## config.mk

```make
export PLATFORM = sky130hd
export DESIGN_NAME = key_fader_scan_to_midi_events_top
export DESIGN_NICKNAME = d
export VERILOG_FILES = /design/src/hdl/kfs_pkg.sv /design/src/hdl/kfs_key_lane.sv /design/src/hdl/kfs_fader_lane.sv /design/src/hdl/kfs_merge.sv /design/src/hdl/key_fader_scan_to_midi_events_top.sv
export SDC_FILE = /design/constraint.sdc
export NUM_CORES = 1
export LEC_CHECK = 0
export BUFFER_PORTS_ARGS = -buffer_cell sky130_fd_sc_hd__buf_2
export CAP_MARGIN = 20
export CORE_ASPECT_RATIO = 1.1
export CORE_MARGIN = 2
export CORE_UTILIZATION = 45
export DETAILED_ROUTE_END_ITERATION = 8
export SYNTH_ARGS = -nofsm -noshare
export SYNTH_HDL_FRONTEND = slang
export SYNTH_SLANG_ARGS = --single-unit
```

## constraint.sdc

```tcl
create_clock -name clk_i -period 8.1 [get_ports clk_i]
set_input_delay 0.405 -clock clk_i [delete_from_list [all_inputs] [get_ports clk_i]]
set_output_delay 0.405 -clock clk_i [all_outputs]
set_load 0.005 [all_outputs]
```

## src/hdl/kfs_pkg.sv

```systemverilog
// Shared types and constants for the key/fader scan to MIDI event block.
// No dependencies; imported by every module of the block.
package kfs_pkg;

  // Widths fixed by the transaction layout
  localparam int unsigned COL_W    = 4;
  localparam int unsigned LEVEL_W  = 6;
  localparam int unsigned SAMPLE_W = 12;
  localparam int unsigned FADER_W  = 8;
  localparam int unsigned NOTE_W   = 7;
  localparam int unsigned VEL_W    = 7;
  localparam int unsigned CFG_IDX_W  = 2;
  localparam int unsigned CFG_DATA_W = 8;

  // USB MIDI code index and MIDI status bytes
  localparam logic [7:0] CIN_NOTE_ON     = 8'h09;
  localparam logic [7:0] CIN_NOTE_OFF    = 8'h08;
  localparam logic [7:0] STATUS_NOTE_ON  = 8'h90;
  localparam logic [7:0] STATUS_NOTE_OFF = 8'h80;

  // Register indexes
  localparam logic [CFG_IDX_W-1:0] REG_FADER_DEADBAND  = 2'd0;
  localparam logic [CFG_IDX_W-1:0] REG_FADER_NOTE_BASE = 2'd1;
  localparam logic [CFG_IDX_W-1:0] REG_KEY_VELOCITY    = 2'd2;

  // Register reset values
  localparam logic [FADER_W-1:0] DEADBAND_RST  = 8'd2;
  localparam logic [NOTE_W-1:0]  NOTE_BASE_RST = 7'd100;
  localparam logic [VEL_W-1:0]   VELOCITY_RST  = 7'd127;

  // One pending note event
  typedef struct packed {
    logic              on;
    logic [NOTE_W-1:0] note;
    logic [VEL_W-1:0]  vel;
  } event_t;

endpackage

```

## src/hdl/kfs_key_lane.sv

```systemverilog
// One key row lane: detects a level change on its row and builds the event.
// Depends on kfs_pkg.
module kfs_key_lane import kfs_pkg::*; #(
  parameter int unsigned ROW     = 0,
  parameter int unsigned COLUMNS = 15
) (
  input  logic             now_i,
  input  logic             was_i,
  input  logic [COL_W-1:0] col_i,
  input  logic [VEL_W-1:0] velocity_i,
  output logic             hit_o,
  output event_t           ev_o
);

  localparam int unsigned NOTE_OFS = ROW * COLUMNS;

  assign hit_o    = now_i != was_i;
  assign ev_o.on  = ~now_i;  // active low: low level means pressed
  // note wraps modulo 128
  assign ev_o.note = NOTE_W'(NOTE_OFS) + NOTE_W'(col_i);
  assign ev_o.vel  = velocity_i;

endmodule

```

## src/hdl/kfs_fader_lane.sv

```systemverilog
// Fader lane: reduces the sample to 8 bits and applies the deadband.
// Depends on kfs_pkg.
module kfs_fader_lane import kfs_pkg::*; (
  input  logic [SAMPLE_W-1:0] sample_i,
  input  logic [FADER_W-1:0]  old_i,
  input  logic [FADER_W-1:0]  deadband_i,
  input  logic [NOTE_W-1:0]   base_i,
  input  logic [COL_W-1:0]    col_i,
  output logic                hit_o,
  output logic [FADER_W-1:0]  value_o,
  output event_t              ev_o
);

  logic [FADER_W-1:0] diff;

  assign value_o = sample_i[SAMPLE_W-1 -: FADER_W];
  assign diff    = (value_o > old_i) ? (value_o - old_i) : (old_i - value_o);
  assign hit_o   = diff > deadband_i;

  assign ev_o.on   = 1'b1;
  assign ev_o.note = base_i + NOTE_W'(col_i);
  assign ev_o.vel  = value_o[FADER_W-1:1];

endmodule

```

## src/hdl/kfs_merge.sv

```systemverilog
// Merge stage (needs kfs_pkg): holds the lane events of one scan and
// sends them out one per cycle unless stalled, lowest lane first.
module kfs_merge import kfs_pkg::*; #(
  parameter int unsigned LANES = 7
) (
  input  logic              clk_i,
  input  logic              rst_ni,
  input  logic              load_i,
  input  logic [LANES-1:0]  hit_i,
  input  event_t            ev_i [LANES],
  output logic              can_load_o,
  output logic              m_axis_tvalid,
  input  logic              m_axis_tready,
  output logic [31:0]       m_axis_tdata,
  output logic              m_axis_tlast
);

  logic [LANES-1:0] mask_q, mask_d;
  event_t           ev_q [LANES];
  logic [LANES-1:0] pick, rest;
  event_t           sel;
  logic             out_free, pop;
  logic             out_valid_q, out_valid_d;
  logic             out_last_q;
  event_t           out_ev_q;

  assign pick     = mask_q & (~mask_q + LANES'(1));  // lowest set bit
  assign rest     = mask_q & ~pick;
  assign out_free = ~out_valid_q | m_axis_tready;
  assign pop      = (|mask_q) & out_free;
  assign can_load_o = ~(|mask_q) | (pop & ~(|rest));

  always_comb begin
    sel = '0;
    for (int i = 0; i < LANES; i++) begin
      sel = sel | (pick[i] ? ev_q[i] : '0);
    end
  end

  always_comb begin
    mask_d = mask_q;
    if (load_i) begin
      mask_d = hit_i;
    end else if (pop) begin
      mask_d = rest;
    end
    out_valid_d = out_valid_q;
    if (pop) begin
      out_valid_d = 1'b1;
    end else if (m_axis_tready) begin
      out_valid_d = 1'b0;
    end
  end

  always_ff @(posedge clk_i or negedge rst_ni) begin
    if (!rst_ni) begin
      mask_q      <= '0;
      out_valid_q <= 1'b0;
    end else begin
      mask_q      <= mask_d;
      out_valid_q <= out_valid_d;
    end
  end

  always_ff @(posedge clk_i) begin
    if (load_i) begin
      ev_q <= ev_i;
    end
    if (pop) begin
      out_ev_q   <= sel;
      out_last_q <= ~(|rest);
    end
  end

  assign m_axis_tvalid = out_valid_q;
  assign m_axis_tlast  = out_last_q;
  assign m_axis_tdata  = {2'b00, out_ev_q.vel, out_ev_q.note,
                          out_ev_q.on ? STATUS_NOTE_ON : STATUS_NOTE_OFF,
                          out_ev_q.on ? CIN_NOTE_ON : CIN_NOTE_OFF};

endmodule

```

## src/hdl/key_fader_scan_to_midi_events_top.sv

```systemverilog
// Top level of the key matrix / fader scanner to MIDI note event block.
// Depends on kfs_pkg, kfs_key_lane, kfs_fader_lane and kfs_merge.
//
// Each input transaction is one scanned column. ROWS key lanes and one fader
// lane compare it against the per-column state in the accept cycle and the
// state is updated right away, so a following scan of the same column sees
// it. The merge stage then sends the events one per cycle while the output is not
// stalled, in row order, the fader event last, with tlast on the final one; a scan that
// causes no event (or names a column at or above COLUMNS) produces nothing. Throughput
// is set by the single output register: a scan with several events holds the input
// while they pass through it in turn; the next scan is taken in the cycle the previous
// scan's last event moves to the output register, while older results still wait
// there. The first event passes through the merge stage's mask and event registers
// and then the output register. Stored key levels and fader values clear to zero at
// reset, so the first scan emits note off for every row reading high. Note numbers
// wrap modulo 128. Configuration writes must only happen while the block is idle;
// writes to an unused index are ignored.
module key_fader_scan_to_midi_events_top import kfs_pkg::*; #(
  parameter int unsigned COLUMNS = 15,
  parameter int unsigned ROWS    = 6
) (
  input  logic                  clk_i,
  input  logic                  rst_ni,
  // config write port
  input  logic                  cfg_we_i,
  input  logic [CFG_IDX_W-1:0]  cfg_index_i,
  input  logic [CFG_DATA_W-1:0] cfg_data_i,
  // scan input
  input  logic                  s_axis_tvalid,
  output logic                  s_axis_tready,
  input  logic [23:0]           s_axis_tdata,  // column_index[3:0], row_levels[9:4],
                                               // fader_sample[21:10], zero pad
  // event output
  output logic                  m_axis_tvalid,
  input  logic                  m_axis_tready,
  output logic [31:0]           m_axis_tdata,  // code_index_byte[7:0], status_byte[15:8],
                                               // note_number[22:16],
                                               // velocity_value[29:23], zero pad
  output logic                  m_axis_tlast   // last_event
);

  localparam int unsigned CIDX_W = (COLUMNS > 1) ? $clog2(COLUMNS) : 1;
  localparam int unsigned LANES  = ROWS + 1;

  // config registers
  logic [FADER_W-1:0] deadband_q;
  logic [NOTE_W-1:0]  base_q;
  logic [VEL_W-1:0]   velocity_q;

  always_ff @(posedge clk_i or negedge rst_ni) begin
    if (!rst_ni) begin
      deadband_q <= DEADBAND_RST;
      base_q     <= NOTE_BASE_RST;
      velocity_q <= VELOCITY_RST;
    end else if (cfg_we_i) begin
      unique case (cfg_index_i)
        REG_FADER_DEADBAND:  deadband_q <= cfg_data_i;
        REG_FADER_NOTE_BASE: base_q     <= cfg_data_i[NOTE_W-1:0];
        REG_KEY_VELOCITY:    velocity_q <= cfg_data_i[VEL_W-1:0];
        default: ;
      endcase
    end
  end

  // unpack scan transaction
  logic [COL_W-1:0]    col;
  logic [LEVEL_W-1:0]  levels;
  logic [SAMPLE_W-1:0] sample;
  logic [ROWS-1:0]     levels_ext;
  logic                col_ok;
  logic [CIDX_W-1:0]   cidx;

  assign col    = s_axis_tdata[COL_W-1:0];
  assign levels = s_axis_tdata[COL_W +: LEVEL_W];
  assign sample = s_axis_tdata[COL_W+LEVEL_W +: SAMPLE_W];
  assign col_ok = {1'b0, col} < (COL_W+1)'(COLUMNS);
  assign cidx   = CIDX_W'(col);

  // per-column state
  logic [ROWS-1:0]    key_levels_q   [COLUMNS];
  logic [FADER_W-1:0] fader_values_q [COLUMNS];
  logic [ROWS-1:0]    was_levels;
  logic [FADER_W-1:0] old_fader;

  assign was_levels = col_ok ? key_levels_q[cidx]   : '0;
  assign old_fader  = col_ok ? fader_values_q[cidx] : '0;

  // lanes
  logic [LANES-1:0] hit;
  event_t           ev [LANES];
  logic [FADER_W-1:0] fader_new;

  for (genvar r = 0; r < ROWS; r++) begin : g_row
    if (r < LEVEL_W) begin : g_in
      assign levels_ext[r] = levels[r];
    end else begin : g_pad
      assign levels_ext[r] = 1'b0;  // rows past the field read low
    end
    kfs_key_lane #(
      .ROW     (r),
      .COLUMNS (COLUMNS)
    ) u_lane (
      .now_i      (levels_ext[r]),
      .was_i      (was_levels[r]),
      .col_i      (col),
      .velocity_i (velocity_q),
      .hit_o      (hit[r]),
      .ev_o       (ev[r])
    );
  end

  kfs_fader_lane u_fader (
    .sample_i   (sample),
    .old_i      (old_fader),
    .deadband_i (deadband_q),
    .base_i     (base_q),
    .col_i      (col),
    .hit_o      (hit[ROWS]),
    .value_o    (fader_new),
    .ev_o       (ev[ROWS])
  );

  // accept and state update
  logic accept, can_load, load;

  assign s_axis_tready = can_load;
  assign accept        = s_axis_tvalid & can_load & col_ok;
  assign load          = accept & (|hit);

  always_ff @(posedge clk_i or negedge rst_ni) begin
    if (!rst_ni) begin
      for (int c = 0; c < COLUMNS; c++) begin
        key_levels_q[c]   <= '0;
        fader_values_q[c] <= '0;
      end
    end else if (accept) begin
      key_levels_q[cidx] <= levels_ext;
      if (hit[ROWS]) begin
        fader_values_q[cidx] <= fader_new;
      end
    end
  end

  kfs_merge #(
    .LANES (LANES)
  ) u_merge (
    .clk_i         (clk_i),
    .rst_ni        (rst_ni),
    .load_i        (load),
    .hit_i         (hit),
    .ev_i          (ev),
    .can_load_o    (can_load),
    .m_axis_tvalid (m_axis_tvalid),
    .m_axis_tready (m_axis_tready),
    .m_axis_tdata  (m_axis_tdata),
    .m_axis_tlast  (m_axis_tlast)
  );

endmodule

```

==> results.py <==
metrics = {
    "clocking": {
        "cts.sinks": 308,
        "hold_buffers": 0,
        "numCtsBuffers": 34,
        "cts_resized": 0,
        "post-cts-setup-buffer-count": 0,
        "clockRootBuffer": "clkbuf_16",
        "htreeDepth": 2,
        "cts_buffer_depth": 3,
        "clk_latency_ns": 0.51,
        "cts_tree": "done",
        "clkTransAtPathRegs_ns": 0.06,
    },
    "global_route": {
        "track_usage": 0.200,
        "grt_antenna_before_repair": 0,
        "grt_max_degree": 118,
        "grt_pass1_vias": 9132,
        "grt_pass1_wl_um": 53800,
        "grt_overflow_total": 0,
    },
    "floorplan": {
        "die_w_um": 179,
        "rows": 70,
        "die_h_um": 196,
        "dieArea_um2": 35100,
        "ios": 74,
        "core-area_um2": 33200,
        "initial_core_util": 0.456,
    },
    "yosys": {
        "synth_ff_type": "dfrtp_1",
        "yosys.area.top_type": "dfrtp_1",
        "synth_area_leaders": "dfrtp_1, edfxtp_1, mux2_2",
        "ys_seq_elements": 308,
        "synth_top_area_frac": 0.379,
        "synth.distinct_cells": 62,
        "yosys_warnings": 0,
        "async_flop_share": 0.779,
        "ys_seq_area_frac": 0.533,
        "yosysMostFrequentCell": "dfrtp_1",
        "synth_commonest_cells": "dfrtp_1, mux2_2, nand2_1",
        "synth.avg_cell_area_um2": 13.4,
        "syn_area_um2": 15100,
        "synth_edf_count": 68,
        "syn_inst": 1129,
    },
    "outcome": {
        "status": "complete, but fails checks",
        "violations": "negative hold slack",
    },
    "sta": {
        "max_freq_ghz": 0.150,
        "finalClockSkew_ns": 0.00912,
        "tns_ns": 0,
        "fin_crit_ns": 6.65,
        "fin_ws_ns": 1.45,
        "min_period_over_period": 0.821,
        "relSlewSlack": 0.369,
        "whs_ns": -0.0356,
        "hold_viol_final": 32,
        "setup_violations": 0,
        "tightestPinTransition_ns": 0.940,
        "report.final.slew_viol_count": 0,
        "grt_setup_unrepaired": "false",
    },
    "finish": {
        "layout-drive-gt1-share": 0.295,
        "area_delta_synth_final_pct": 12.1,
        "num-fill-cells": 2867,
        "final_util": 0.511,
        "n_antenna_cell": 0,
        "finalNetCount": 1245,
    },
    "placed_design": {
        "dp_slack_ns": 1.00,
        "place_congestion": 0.822,
        "hpwlAfterDp_um": 23000,
        "port-buffer-count": 51,
    },
    "critical_path": {
        "endpoint_kind": "flip-flop",
        "critPathLaunchType": "input port",
        "reg2reg_depth": 20,
        "worstSetupPathType": "in -> reg",
        "crit_path_max_fanout": 46,
        "cp_data_arrival_time_ns": 6.90,
        "r2r-start": "fader_values_q[29]$_DFFE_PN0P_",
        "required_ns": 8.35,
        "worstReg2RegEnd": "u_merge.ev_q[90]$_DFFE_PP_",
        "r2r_slack_ns": 1.72,
    },
    "power": {
        "power_frac_comb": 0.302,
        "p_sw_frac": 0.309,
        "ir_drop_uv": 124,
        "power.share.sequential": 0.427,
        "p_switching_mw": 1.90,
        "power.density_nw_per_um2": 362,
        "leakage_nw": 7.72,
        "pwr-share-clk": 0.271,
        "total_power_mw": 6.14,
        "p_int_mw": 4.24,
    },
    "detailed_routing": {
        "vias": 9041,
        "avgViaCountPerCell": 5.59,
        "dr.pass1.iters": 6,
        "drt-total-wl_um": 33900,
        "drtIter0Drc": 504,
        "drc": 0,
        "ant_nets": 0,
        "routedWlPerCell_um": 20.9,
    },
    "job": {
        "cap_violations": 0,
    },
    "min_path": {
        "min_path_type": "in -> async",
    },
}
==> metrics by stage <==
stage / instances / area [um^2] / hold slack (ns)
final: 1618 / 17000 / -0.0356
after global placement: 1556 / 15700 / 0.463
after CTS: 1618 / 17000 / 0.0166
after global routing: 1618 / 17000 / 0.0664
after detailed placement: 1556 / 15700 / 0.469
after floorplan: 1143 / 15200 / 0.109
==> logic make-up (layout without fill, tap and decap cells) <==
group / after synthesis / in the layout / share of synthesized area
xor+xnor: 22 / 22 / 0.0127
simple gates: 181 / 181 / 0.0643
buf+inv: 138 / 181 / 0.0402
mux: 285 / 285 / 0.243
flops: 308 / 308 / 0.533
fa+ha+maj: 48 / 48 / 0.0409
compound gates: 145 / 145 / 0.0654
other cells: 2 / 16 / 0.000496
==> cells in the final DEF (no fill, tap or decap), types with 9 or more instances in the layout <==
master and instances:
a21oi_1 17, a221oi_1 19, and3_1 14, buf_2 49, buf_4 17, clkbuf_16 37, clkbuf_8 9, conb_1 16
dfrtp_1 229, dfstp_2 11, edfxtp_1 68, ha_1 43, inv_1 49, mux2_1 82, mux2_2 150, mux2i_1 10
mux4_2 43, nand2_1 92, nand3_4 10, nor2_1 26, o21ai_0 56, xnor2_1 19
==> worst max-delay path, stage by stage <==
cell and delay (ns):
buf_2 0.29, buf_4 0.37, mux4_2 0.55, nor2_1 0.14, o21ai_0 0.21, o211ai_1 0.22
inv_1 0.07, ha_1 0.38, a2111oi_0 0.65, o21ai_0 0.34, nand2_1 0.35, mux2_2 0.38
a221oi_1 0.28, xnor2_1 0.17, ha_1 0.28, a211o_1 0.28, o221ai_1 0.33, a21oi_1 0.07
buf_4 0.21, nor4_1 0.46, a21boi_4 0.17, buf_12 0.24
==> power groups by stage <==
stage	logic [mW]	registers (mW)	clock network, mW
final	1.85	2.62	1.66
after CTS	1.87	2.62	1.70
after floorplan	1.41	2.52	0
after global placement	1.82	2.62	0
after detailed placement	1.86	2.65	0
after global routing	2.05	2.70	1.77
==> layer usage <==
metal  up-vias  wire length (um)  global-route usage
met3        47              1160              0.0258
met4         0               765              0.0557
met1      4683             15400               0.279
met5         -                 0                   0
li1       4128                 -                   -
met2       183             16600               0.328
==> flip-flops by register name, summed over array words and instances (netlist names) <==
name and count:
u_merge.ev_q 52, key_levels_q 90, velocity_q 7, u_merge.m_axis_tvalid 1
u_merge.mask_q 7, u_merge.out_ev_q 1, base_q 7, deadband_q 8
fader_values_q 120, u_merge.m_axis_tdata 14, u_merge.m_axis_tlast 1
==> how the worst max path moves through the flow <==
stage                     from                          to  slack (ns)  cells after the start
5_1_grt        s_axis_tdata[0]  u_merge.ev_q[84]$_DFFE_PP_        1.08                     22
3_5_place_dp   s_axis_tdata[0]  u_merge.ev_q[95]$_DFFE_PP_        1.00                     26
3_3_place_gp   s_axis_tdata[0]  u_merge.ev_q[96]$_DFFE_PP_        1.01                     22
2_1_floorplan  s_axis_tdata[0]   u_merge.ev_q[0]$_DFFE_PP_        0.71                     22
4_1_cts        s_axis_tdata[0]  u_merge.ev_q[99]$_DFFE_PP_        1.53                     22
6_report       s_axis_tdata[0]  u_merge.ev_q[90]$_DFFE_PP_        1.45                     22
==> area by class of cell <==
type                    instances  area (um^2)  area share
multi-input cells             697         6530       0.385
clock inverters                11          158     0.00930
inverters                      51          191      0.0113
clock buffers                  51         1070      0.0630
flip-flops and latches        308         8060       0.475
well taps                     432          541      0.0319
repair buffers                 68          408      0.0241
(Power assumes the default switching activity.)
